--- src/rtl/slxfr_pkg.sv ---
// Shared constants and types for the sync/length/XOR frame receiver.
// No dependencies.
`default_nettype none

package slxfr_pkg;

    localparam int unsigned MAX_PAYLOAD = 128;

    localparam logic [7:0]  SYNC_BYTE_RST = 8'hEF;
    localparam logic [15:0] TICKS_RST     = 16'd10;

    // Configuration register indexes
    localparam logic CFG_SYNC_BYTE = 1'b0;
    localparam logic CFG_TICKS     = 1'b1;

    // Input kinds
    localparam logic CMD_BYTE = 1'b0;
    localparam logic CMD_TICK = 1'b1;

    // Event codes
    localparam logic [2:0] EV_NONE    = 3'd0;
    localparam logic [2:0] EV_SYNC    = 3'd1;
    localparam logic [2:0] EV_LEN_OK  = 3'd2;
    localparam logic [2:0] EV_LEN_BAD = 3'd3;
    localparam logic [2:0] EV_PAYLOAD = 3'd4;
    localparam logic [2:0] EV_GOOD    = 3'd5;
    localparam logic [2:0] EV_BAD     = 3'd6;
    localparam logic [2:0] EV_TIMEOUT = 3'd7;

    typedef struct packed {
        logic [6:0] byte_index;
        logic [7:0] data_byte;
        logic       in_frame;
        logic [2:0] event_res;
    } result_t;

endpackage

`default_nettype wire

--- src/rtl/sync_length_xor_frame_receiver.sv ---
// Top level of the sync/length/XOR frame receiver: frame state machine,
// frame timer and a two-entry output buffer. Depends on slxfr_pkg.
//
//  channel  dir  tdata                                tuser
//  s_       in   [7:0] byte_value                     [0] command
//  m_       out  [7:0] data_byte, [14:8] byte_index   [2:0] event_res, [3] in_frame
//  cfg_     in   write port: [0] sync_byte, [1] ticks_per_byte
//
// One item per cycle while s_tready is high; its result is registered into the output buffer.
// The per-cycle path is the state update plus the 16x8 timer load multiply.
// Reset (synchronous, aresetn low) clears frame state, timer and buffer and
// restores the register defaults. A stalled output fills a second buffer
// slot; s_tready drops only while both slots hold results.
`default_nettype none

module sync_length_xor_frame_receiver
    import slxfr_pkg::*;
(
    input  wire logic        aclk,
    input  wire logic        aresetn,

    input  wire logic        cfg_wr_en,
    input  wire logic        cfg_addr,
    input  wire logic [15:0] cfg_wr_data,

    input  wire logic        s_tvalid,
    output logic             s_tready,
    input  wire logic [7:0]  s_tdata,   // [7:0] byte_value
    input  wire logic [0:0]  s_tuser,   // [0] command

    output logic             m_tvalid,
    input  wire logic        m_tready,
    output logic [15:0]      m_tdata,   // [7:0] data_byte, [14:8] byte_index, [15] zero
    output logic [3:0]       m_tuser    // [2:0] event_res, [3] in_frame
);

    localparam logic [1:0] PH_SYNC  = 2'd0;
    localparam logic [1:0] PH_LEN   = 2'd1;
    localparam logic [1:0] PH_DATA  = 2'd2;
    localparam logic [1:0] PH_CHECK = 2'd3;

    localparam logic [7:0] MAX_LEN = 8'(MAX_PAYLOAD);

    logic [7:0]  sync_byte_reg;
    logic [15:0] ticks_reg;

    logic [1:0]  phase_reg,   phase_next;
    logic [7:0]  len_reg,     len_next;
    logic [7:0]  seen_reg,    seen_next;
    logic [7:0]  xor_reg,     xor_next;
    logic [23:0] timer_reg,   timer_next;
    logic        running_reg, running_next;

    result_t     res;
    result_t     out_reg, skid_reg;
    logic        out_valid_reg, skid_valid_reg;

    logic        accept, pop;
    logic [7:0]  b;
    logic [23:0] load_val;

    assign b        = s_tdata;
    assign s_tready = !skid_valid_reg;
    assign accept   = s_tvalid && s_tready;
    assign pop      = out_valid_reg && m_tready;
    assign load_val = {8'd0, ticks_reg} * {16'd0, b};

    always_comb begin
        phase_next   = phase_reg;
        len_next     = len_reg;
        seen_next    = seen_reg;
        xor_next     = xor_reg;
        timer_next   = timer_reg;
        running_next = running_reg;
        res          = '{event_res: EV_NONE, in_frame: 1'b0, data_byte: 8'd0,
                         byte_index: 7'd0};

        if (s_tuser[0] == CMD_TICK) begin
            if (running_reg) begin
                if (timer_reg <= 24'd1) begin
                    timer_next    = 24'd0;
                    running_next  = 1'b0;
                    phase_next    = PH_SYNC;
                    res.event_res = EV_TIMEOUT;
                    res.data_byte = xor_reg;
                end else begin
                    timer_next = timer_reg - 24'd1;
                end
            end
        end else begin
            unique case (phase_reg)
                PH_SYNC: begin
                    if (b == sync_byte_reg) begin
                        phase_next    = PH_LEN;
                        res.event_res = EV_SYNC;
                        res.in_frame  = 1'b1;
                    end
                end
                PH_LEN: begin
                    if (b > MAX_LEN) begin
                        running_next  = 1'b0;
                        timer_next    = 24'd0;
                        phase_next    = PH_SYNC;
                        res.event_res = EV_LEN_BAD;
                    end else begin
                        len_next      = b;
                        seen_next     = 8'd0;
                        xor_next      = b;
                        timer_next    = load_val;
                        running_next  = 1'b1;
                        phase_next    = (b == 8'd0) ? PH_CHECK : PH_DATA;
                        res.event_res = EV_LEN_OK;
                        res.in_frame  = 1'b1;
                        res.data_byte = b;
                    end
                end
                PH_DATA: begin
                    res.event_res  = EV_PAYLOAD;
                    res.in_frame   = 1'b1;
                    res.data_byte  = b;
                    res.byte_index = seen_reg[6:0];
                    xor_next       = xor_reg ^ b;
                    seen_next      = seen_reg + 8'd1;
                    if (seen_next >= len_reg) begin
                        phase_next = PH_CHECK;
                    end
                end
                PH_CHECK: begin
                    running_next  = 1'b0;
                    timer_next    = 24'd0;
                    phase_next    = PH_SYNC;
                    res.event_res = (b == xor_reg) ? EV_GOOD : EV_BAD;
                    res.in_frame  = 1'b1;
                    res.data_byte = xor_reg;
                end
                default: begin
                    phase_next = PH_SYNC;
                end
            endcase
        end
    end

    always_ff @(posedge aclk) begin
        if (!aresetn) begin
            sync_byte_reg <= SYNC_BYTE_RST;
            ticks_reg     <= TICKS_RST;
        end else if (cfg_wr_en) begin
            unique case (cfg_addr)
                CFG_SYNC_BYTE: sync_byte_reg <= cfg_wr_data[7:0];
                CFG_TICKS:     ticks_reg     <= cfg_wr_data;
                default:       ;
            endcase
        end
    end

    always_ff @(posedge aclk) begin
        if (!aresetn) begin
            phase_reg   <= PH_SYNC;
            len_reg     <= 8'd0;
            seen_reg    <= 8'd0;
            xor_reg     <= 8'd0;
            timer_reg   <= 24'd0;
            running_reg <= 1'b0;
        end else if (accept) begin
            phase_reg   <= phase_next;
            len_reg     <= len_next;
            seen_reg    <= seen_next;
            xor_reg     <= xor_next;
            timer_reg   <= timer_next;
            running_reg <= running_next;
        end
    end

    // Two-slot output buffer
    always_ff @(posedge aclk) begin
        if (!aresetn) begin
            out_valid_reg  <= 1'b0;
            skid_valid_reg <= 1'b0;
        end else if (!out_valid_reg || pop) begin
            if (skid_valid_reg) begin
                out_valid_reg  <= 1'b1;
                skid_valid_reg <= 1'b0;
            end else begin
                out_valid_reg  <= accept;
            end
        end else if (accept) begin
            skid_valid_reg <= 1'b1;
        end
    end

    always_ff @(posedge aclk) begin
        if (!out_valid_reg || pop) begin
            if (skid_valid_reg) begin
                out_reg <= skid_reg;
            end else if (accept) begin
                out_reg <= res;
            end
        end else if (accept) begin
            skid_reg <= res;
        end
    end

    assign m_tvalid = out_valid_reg;
    assign m_tdata  = {1'b0, out_reg.byte_index, out_reg.data_byte};
    assign m_tuser  = {out_reg.in_frame, out_reg.event_res};

endmodule

`default_nettype wire

--- config.mk ---
export PLATFORM = sky130hd
export DESIGN_NAME = sync_length_xor_frame_receiver
export DESIGN_NICKNAME = d
export VERILOG_FILES = /design/src/rtl/slxfr_pkg.sv /design/src/rtl/sync_length_xor_frame_receiver.sv
export SDC_FILE = /design/constraint.sdc
export NUM_CORES = 1
export LEC_CHECK = 0
export ABC_AREA = 1
export BUFFER_PORTS_ARGS = -buffer_cell sky130_fd_sc_hd__clkbuf_2
export CAP_MARGIN = 10
export CORE_MARGIN = 2
export CORE_UTILIZATION = 30
export CTS_CLUSTER_DIAMETER = 60
export DETAILED_ROUTE_END_ITERATION = 16
export SYNTH_ARGS = -nofsm -noshare
export SYNTH_HDL_FRONTEND = slang
export SYNTH_SLANG_ARGS = --single-unit
--- constraint.sdc ---
create_clock -name aclk -period 4.2 [get_ports aclk]
set_input_delay 0.21 -clock aclk [delete_from_list [all_inputs] [get_ports aclk]]
set_output_delay 0.21 -clock aclk [all_outputs]
set_load 0.05 [all_outputs]
After elaboration in Yosys (flattened, before gate mapping)
Cells that the tools add are included.
{ "totals": {"out_inout_bits": 22, "reg_bits": 115, "inputBits": 31} }
{ "op_classes": {"bitwise": 6, "mux": 40, "n_reduce_logical": 20, "n_eq_ne": 10, "mul": 1, "magnitude_cmp": 3, "add_sub_neg": 2} }
{ "ops": {"columns": ["op", "n"], "rows": [
  ["$mux W24", 4],
  ["$pmux W24 S2", 1],
  ["$mux W8", 5],
  ["$mux W19", 2],
  ["$pmux W8 S2", 2],
  ["$le A24 B1 Y1 const B", 1],
  ["$mul A16 B8 Y24", 1],
  ["$pmux W8 S3", 1],
  ["$sub A24 B1 Y24 const B", 1],
  ["$eq A8 B8 Y1", 2],
  ["$pmux W4 S4", 1],
  ["$mux W2", 7],
  ["$mux W7", 2],
  ["$reduce_and A2 Y1", 5],
  ["$mux W3", 3],
  ["$mux W9", 1],
  ["$add A8 B1 Y8 const B", 1],
  ["$ge A8 B8 Y1", 1],
  ["$gt A8 B8 Y1 const B", 1],
  ["$logic_not A8 Y1", 1],
  ["$mux W1", 8],
  ["$pmux W2 S4", 1],
  ["$reduce_and A4 Y1", 2],
  ["$xor A8 B8 Y8", 1],
  ["17 further kinds", 27]
]} }

Depth between registers and ports, before layout
Gate-level depths: netlist (run 1).
{ "logic_depth": {"word_depth": 6, "mapped_depth": 24, "depth_no_buf": 23} }

Worst setup path before layout (run 1)
Ideal clock, no wire load.
{ "synth_timing": {"kind": "input to register", "startpoint": "input s_tdata[2]", "endpoint": "register timer_reg[10]", "path_buffers": 2, "t_arrival_ns": 4.059, "path_slack_ns": 0.033, "required_ns": 4.091, "stages": 20, "path_cell_list": "clkbuf_1 > buf_1 > nand2_1 > fa_1 > fa_1 > inv_1 > fa_1 > inv_1 > fa_1 > inv_1 > ha_1 > nand2_1 > nor2_1 > nand2_1 > nand3_1 > or2_2 > nand3_1 > nand3_1 > nand2_1 > inv_1"} }
{ "synth_via": {"elab_chain_cells": 4} }
{ "synth_lines": {"columns": ["item", "line", "text"], "rows": [
  ["start: declaration", "sync_length_xor_frame_receiver.sv:28", "input wire logic [7:0] s_tdata,"],
  ["$mul A16 B8 Y24 / $gt A8 B8 Y1 (equally long branches)", "sync_length_xor_frame_receiver.sv:66, sync_length_xor_frame_receiver.sv:100", null],
  ["$mux W24 *", "sync_length_xor_frame_receiver.sv:100", "if (b > MAX_LEN) begin"],
  ["$pmux W24 S2 *", "sync_length_xor_frame_receiver.sv:91", "unique case (phase_reg)"],
  ["$mux W24 *", "sync_length_xor_frame_receiver.sv:78", "if (s_tuser[0] == CMD_TICK) begin"],
  ["end signal: assignment", "sync_length_xor_frame_receiver.sv:169", "timer_reg <= timer_next;"],
  ["end: declaration", "sync_length_xor_frame_receiver.sv:51", "logic [23:0] timer_reg, timer_next;"]
]} }
Mark *: on every way between the ends. The rest lies on a longest branch, timed or not.
A chain may end at the register's enable or synchronous reset.

Final worst setup path (run 1)
{ "layout_timing": {"startpoint": "register ticks_reg[8]", "endpoint": "register timer_reg[21]"} }
{ "layout_via": {"elab_chain_cells": 4} }
{ "layout_lines": {"columns": ["item", "line", "text"], "rows": [
  ["start: declaration", "sync_length_xor_frame_receiver.sv:45", "logic [15:0] ticks_reg;"],
  ["start signal: assignment", "sync_length_xor_frame_receiver.sv:150", "CFG_TICKS: ticks_reg <= cfg_wr_data;"],
  ["$mul A16 B8 Y24", "sync_length_xor_frame_receiver.sv:66", "assign load_val = {8'd0, ticks_reg} * {16'd0, b};"],
  ["$mux W24", "sync_length_xor_frame_receiver.sv:100", null],
  ["$pmux W24 S2", "sync_length_xor_frame_receiver.sv:91", null],
  ["$mux W24", "sync_length_xor_frame_receiver.sv:78", null]
]} }
No other way between the ends.

==> impl_metrics.csv, run 1 <==
group,metric,value,unit
run_status,outcome,"complete, no violations",
sta,layout_setup_ws,0.151,ns
sta,fin_hold_ws,0.0289,ns
sta,finalSetupViolations,0,
sta,tightestPinTransition,0.971,ns
sta,fmax,247,MHz
worst_setup_path,crit_path_end,"timer_reg[21]",
grt,groute.usage.overall,14.9,%
grt,grt_start_max_net_pins,62,
power_and_ir_drop,power-per-cell-area,369,nW/um^2
worst_setup_path,cp-startpoint,"ticks_reg[8]",
floorplanning,standard_cell_row_count,69,
worst_setup_path,r2r_setup_slack,0.15,ns
routing,first_pass_iters,5,
routing,routed_via_density,4.57,
synth,synth.distinct_cells,50,
floorplanning,num_io_pins,53,
sta,skew,0.0125,ns
placed_design,gp_congestion,0.874,
worst_setup_path,cp_slowest_cell,"fa_1",
worst_setup_path,worst-endpoint-required,4.55,ns
worst_setup_path,path_common_cell,"inv_1",
synth,netlist_top_cells_count,"nand2_1 (442), inv_1 (307), nor2_1 (154)",
synth,synthesis.nets,1733,
floorplanning,die_height,194,um
routing,drc_errors,0,
clock_network,numClockSinks,115,
synth,synth-edff-count,38,
synth,yosys-top-cells-area,"fa_1 (16%), nand2_1 (15%), dfxtp_1 (14%)",
synth,post_synthesis_instance_area,10800,um^2
cells_and_area,areaGrowthSynthToFinish,16.9,%
clock_network,htree_num_levels,4,
sta,period_needed,4.05,ns
worst_setup_path,worst_r2r_startpoint,"ticks_reg[8]",
routing,routed_wirelength_normalized_by_instance_count,12.9,um
worst_setup_path,worstPathArrival,4.40,ns
worst_setup_path,critical_path_class,"reg2reg",
synth,yosys_register_bits,115,
routing,antenna_violating_nets_left,0,
worst_setup_path,critical_path.max_stage_delay,0.52,ns
placed_design,port_buffers,51,
placed_design,place_worst_setup_slack,-0.0935,ns
flow_run,drv_cap,0,
sta,fin_tns_setup,0,ns
sta,report.final.hold_viol_count,0,
grt,first_pass_grt_wire_length,46400,um
synth,synth_top_cell_by_area,"fa_1",
clock_network,clk_path_buf_depth,2,
worst_setup_path,worstPathCellList,"nand2_1 -> inv_1 -> fa_1 -> fa_1 -> fa_1 -> inv_1 -> fa_1 -> inv_1 -> ha_2 -> nand2_1 -> nand2_1 -> inv_1 -> o21bai_1 -> inv_1 -> nand2_2 -> nand2_1 -> nand3_1 -> nand3_2 -> a21oi_2",
synth,synthArstFlopShare,0,%
clock_network,cts_inserted_buffers,17,
worst_setup_path,reg2reg_to,"timer_reg[21]",
synth,synth_ff_type,"dfxtp_1",
worst_setup_path,timing.critical_path.from_type,"flop",
sta,period_share,96.4,%
synth,syn-instance-count,1563,
worst_setup_path,crit_fanout,6,
clock_network,cts_tree,"done",
synth,synthDominantCellAreaShare,15.5,%
power_and_ir_drop,power.leakage,0.00688,uW
worst_hold_path,whs_path_depth,3,
placed_design,dp_hpwl,21000,um
grt,grt_remaining_overflow,0,
sta,grt_setup_unrepaired,"true",
routing,vias,9616,
clock_network,clock_latency,0.42,ns
worst_setup_path,depth_of_the_worst_register_to_register_path,19,
synth,yosysSeqAreaShare,24.8,%
cells_and_area,final_layout_size_suffix_gt1_share,14.8,%
floorplanning,placeable_core_region,35600,um^2
floorplanning,die_w,194,um
routing,routed_wirelength,27200,um
floorplanning,die_area,37600,um^2
routing,drt_iter0_drc,549,
clock_network,cts_root_buf,"clkbuf_16",
worst_setup_path,critPathCaptureType,"flop",
cells_and_area,flip_flop_count_of_the_largest_register_after_layout,24,
sta,report.final.slew_viol_count,0,
synth,synth.most_common_cell,"nand2_1",
worst_setup_path,critical_path_buffer_and_inverter_count,5,
synth,synth_warnings,0,
power_and_ir_drop,vdd_drop_max,291,uV
clock_network,cts.clk_slew.worst_paths,0.06,ns
worst_hold_path,hold_path_class,"in2reg",
worst_setup_path,cp_top_delay_family,"adder cells",
grt,grt_antenna_before_repair,0,
cells_and_area,antenna_cells,0,
floorplanning,initial_standard_cell_utilization_of_the_core,30.4,%
grt,number_of_global_route_vias_before_repair,9545,
cells_and_area,fin_util,35.6,%
worst_setup_path,number_of_cells_on_the_critical_path,19,
synth,synthesis.area_per_instance,6.92,um^2
cells_and_area,final_nets,1798,
sta,worst_slew_margin_rel,35.0,%
==> final cells by class <==
type	count	area, um^2
Timing Repair Buffer	109	741
Inverter	315	1190
Clock buffer	18	429
Sequential cell	115	2710
Fill cell	3704	22900
Tap cell	461	577
Multi-Input combinational cell	1070	6840
Clock inverter	14	168
==> metal layers <==
metal | track usage [%] | wire length, um
met2 | 26.4 | 13300
met3 | 1.83 | 899
met1 | 18.9 | 12500
met5 | 0 | 0
met4 | 4.38 | 496
==> worst register-to-register path, delay by kind of cell, from the launching register on <==
kind                     cells  cell delay (ns)
AND/OR/NAND/NOR              7             0.58
adder cells (fa/ha/maj)      5             2.36
flip-flops                   1             0.36
AO/OA/AOI/OAI                2             0.38
buffers and inverters        5             0.30
==> timing repair <==
item                       4_1_cts  5_1_grt
hold buffers                     0        0
setup endpoints to repair        6       16
pin swaps                        0        6
buffers inserted                 0        3
resized for setup                3       53
==> through the flow <==
stage | total power, uW | instances | area [um^2]
5_1_grt | 5010 | 2102 | 12600
3_3_place_gp | 2990 | 2067 | 11800
2_1_floorplan | 2460 | 1563 | 10800
6_report | 4660 | 2102 | 12600
4_1_cts | 4550 | 2099 | 12400
3_5_place_dp | 2990 | 2067 | 11800
==> logic make-up (layout without fill, tap and decap cells) <==
group	after synthesis	after routing	synth area share [%]
compound gates	172	172	8.98
xor+xnor	26	26	2.10
fa+ha+maj	139	139	21.9
buf+inv	378	456	13.6
flops	115	115	24.8
other cells	1	1	0.0347
simple gates	732	732	28.5
==> placed cells by master, fill, tap and decap left out, types with 15 or more instances in the layout <==
cell type  instances
nand2_1          434
inv_1            306
nor2_1           146
fa_1              83
dfxtp_1           67
nand3_1           66
a21oi_1           59
buf_4             54
o21ai_0           52
clkbuf_2          51
ha_1              48
edfxtp_1          38
nand2_2           18
clkbuf_16         17
nor2_2            15
==> worst min-delay path by stage <==
stage	from	endpoint	slack, ns
6_report	cfg_wr_data[3]	ticks_reg[3]	0.03
5_1_grt	cfg_wr_data[3]	ticks_reg[3]	0.02
4_1_cts	cfg_wr_data[3]	ticks_reg[3]	0.006
3_5_place_dp	cfg_wr_data[3]	ticks_reg[3]	0.45
3_3_place_gp	cfg_wr_data[3]	ticks_reg[3]	0.45
2_1_floorplan	cfg_wr_data[1]	ticks_reg[1]	0.32
==> power breakdown <==
| group | internal [uW] | switching [uW] | total [uW] |
|---|---|---|---|
| registers | 1200 | 51.8 | 1250 |
| logic | 761 | 1130 | 1890 |
| clock network | 897 | 630 | 1530 |
Power figures use the tool's default switching activity.
==> run 2: changes to the inputs <==
--- a/config.mk
+++ b/config.mk
@@ -9,9 +9,10 @@
 export BUFFER_PORTS_ARGS = -buffer_cell sky130_fd_sc_hd__clkbuf_2
 export CAP_MARGIN = 10
 export CORE_MARGIN = 2
-export CORE_UTILIZATION = 30
+export CORE_UTILIZATION = 57
 export CTS_CLUSTER_DIAMETER = 60
 export DETAILED_ROUTE_END_ITERATION = 16
+export PLACE_DENSITY = 0.78
 export SYNTH_ARGS = -nofsm -noshare
 export SYNTH_HDL_FRONTEND = slang
 export SYNTH_SLANG_ARGS = --single-unit
==> run 2 against run 1 <==
  * Design area is 1.6% lower
  * Wire length is 1.9% lower
  * Clock power hardly changed
  * Core utilization is 31 points higher
  * Combinational power is 8% higher
  * Cell count is 11% lower
  * Critical path depth stayed put
  * Die area is 47% lower
  * Global-route usage is 12 points higher
  * Clock skew is 0.0044 ns lower
==> impl_metrics.csv, run 2 (same netlist as run 1, synthesis figures left out) <==
group,metric,value,unit
routing,drc_errors,0,
grt,fraction_of_met2_tracks_used_by_global_routing,47.6,%
cells_and_area,num-fill-cells,1600,
sta,report.final.slew_viol_count,0,
placed_design,dp_hpwl,19900,um
floorplanning,initial_standard_cell_utilization_of_the_core,58.0,%
routing,routed_wirelength_normalized_by_instance_count,14.2,um
clock_network,cts_root_buf,"clkbuf_16",
power_and_ir_drop,power-per-cell-area,387,nW/um^2
floorplanning,die_w,142,um
power_and_ir_drop,vdd_drop_max,350,uV
clock_network,cts_tree,"done",
worst_setup_path,worst-endpoint-required,4.52,ns
cells_and_area,final_common_cell,"nand2_1",
cells_and_area,areaGrowthSynthToFinish,15.1,%
grt,number_of_global_route_vias_before_repair,9542,
sta,worst_slew_margin_rel,35.0,%
grt,met1_usage,34.2,%
clock_network,numClockSinks,115,
floorplanning,placeable_core_region,18600,um^2
routing,vias,9924,
placed_design,postPlaceCellArea,11600,um^2
grt,grt_antenna_before_repair,0,
worst_setup_path,worstPathArrival,4.32,ns
sta,skew,0.00809,ns
routing,first_pass_iters,7,
cells_and_area,final_layout_size_suffix_gt1_share,15.1,%
flow_run,drv_cap,0,
grt,grt-busiest-layer,"met2",
worst_setup_path,crit_fanout,6,
grt,groute.usage.overall,27.1,%
clock_network,clk_path_buf_depth,2,
clock_network,cts_inserted_buffers,17,
cells_and_area,multiInputGateArea,6900,um^2
sta,finalSetupViolations,0,
routing,routed_wirelength,26600,um
power_and_ir_drop,power,4810,uW
clock_network,clock_latency,0.43,ns
worst_setup_path,critPathCaptureType,"flop",
sta,grt_setup_unrepaired,"true",
sta,tightestPinTransition,0.972,ns
floorplanning,die_area,20100,um^2
placed_design,port_buffers,51,
power_and_ir_drop,power.leakage,0.00688,uW
grt,first_pass_grt_wire_length,44100,um
cells_and_area,flip_flop_count_of_the_largest_register_after_layout,24,
cells_and_area,final_nets,1796,
grt,groute.layer.met3.usage,3.58,%
floorplanning,standard_cell_row_count,50,
cells_and_area,most_frequent_cells_in_the_layout,"nand2_1 (434), inv_1 (307), nor2_1 (143), fa_1 (83), nand3_1 (68)",
clock_network,htree_num_levels,4,
run_status,outcome,"complete, no violations",
routing,drt_iter0_drc,775,
placed_design,gp_congestion,0.962,
sta,fmax,250,MHz
grt,grt_start_max_net_pins,62,
sta,report.final.hold_viol_count,0,
worst_hold_path,hold_path_class,"in2reg",
cells_and_area,fin_area,12500,um^2
clock_network,cts.clk_slew.worst_paths,0.06,ns
sta,period_share,95.3,%
floorplanning,die_height,142,um
cells_and_area,layout.area.seq,2710,um^2
grt,grt_remaining_overflow,0,
routing,antenna_violating_nets_left,0,
sta,period_needed,4.00,ns
worst_setup_path,timing.critical_path.from_type,"flop",
floorplanning,num_io_pins,53,
routing,routed_via_density,5.30,
worst_setup_path,critical_path_class,"reg2reg",
cells_and_area,antenna_cells,0,
run 2: changes by cell type in the layout (fill, tap and decap cells not counted), moves of 3 or more:
cell and delta:
nor2_1 -3, a21oi_2 -3, ha_4 +4, dfxtp_2 +5, buf_4 -5, ha_1 -4, dfxtp_1 -4, inv_6 +3
a21oi_1 +3
run 2: path summary, 6_finish.rpt:
path,slack (ns),cells past startpoint,from,end
setup / recovery,0.20,19,ticks_reg[9],timer_reg[17]
hold / removal,0.02,3,cfg_wr_data[2],sync_byte_reg[2]
setup reg to reg,0.20,19,ticks_reg[9],timer_reg[17]
hold reg to reg,0.47,2,len_reg[0],len_reg[0]
run 2: layout make-up:
class | count | share of cell area, %
clock buffer | 17 | 3.42
clock inverter | 15 | 1.49
multi-input combinational | 1070 | 55.4
sequential | 115 | 21.8
inverter | 315 | 9.53
timing repair buffer | 107 | 6.05
tap | 234 | 2.35
run 2: timing repair:
action / in CTS / in global routing
setup buffers: 0 / 1
hold buffers: 1 / 0
setup endpoints to repair: 5 / 16
resized for setup: 1 / 62
hold endpoints to repair: 1 / 0
pin swaps: 0 / 5
run 2: where the power goes:
group	total (uW)	switching (uW)	internal [uW]
Sequential	1250	51.6	1200
Combinational	2050	1220	836
Clock	1510	611	901
Total	4810	1880	2930
run 2: routing by layer:
metal  up-vias  wire, um
li1       4896         -
met1      4629     11300
met2       349     13300
met3        50      1450
met4         0       684
met5         -         0
run 2: critical path, stage by stage (launching register included):
cell	delay (ns)
dfxtp_2	0.34
buf_4	0.17
nand2_1	0.06
inv_1	0.05
fa_1	0.54
fa_1	0.43
fa_1	0.49
inv_1	0.05
fa_1	0.48
inv_1	0.05
ha_2	0.39
nand2_1	0.15
nor2_1	0.22
nand3_1	0.10
nand2_1	0.10
nand2_1	0.05
nand2_1	0.06
nor2_2	0.05
nor2_1	0.08
nor2_1	0.04
run 2: per-stage QoR:
step	util [%]	setup WS, ns	std cells	TNS, ns	hold WS, ns
2_1_floorplan	-	0.0326	1563	0	0.323
3_3_place_gp	62.0	0.0701	1839	0	0.428
3_5_place_dp	62.0	-0.00928	1839	-0.0174	0.443
4_1_cts	65.3	0.00538	1872	0	0.00652
5_1_grt	66.8	-0.0584	1873	-0.142	0.0415
6_report	66.8	0.197	1873	0	0.0244
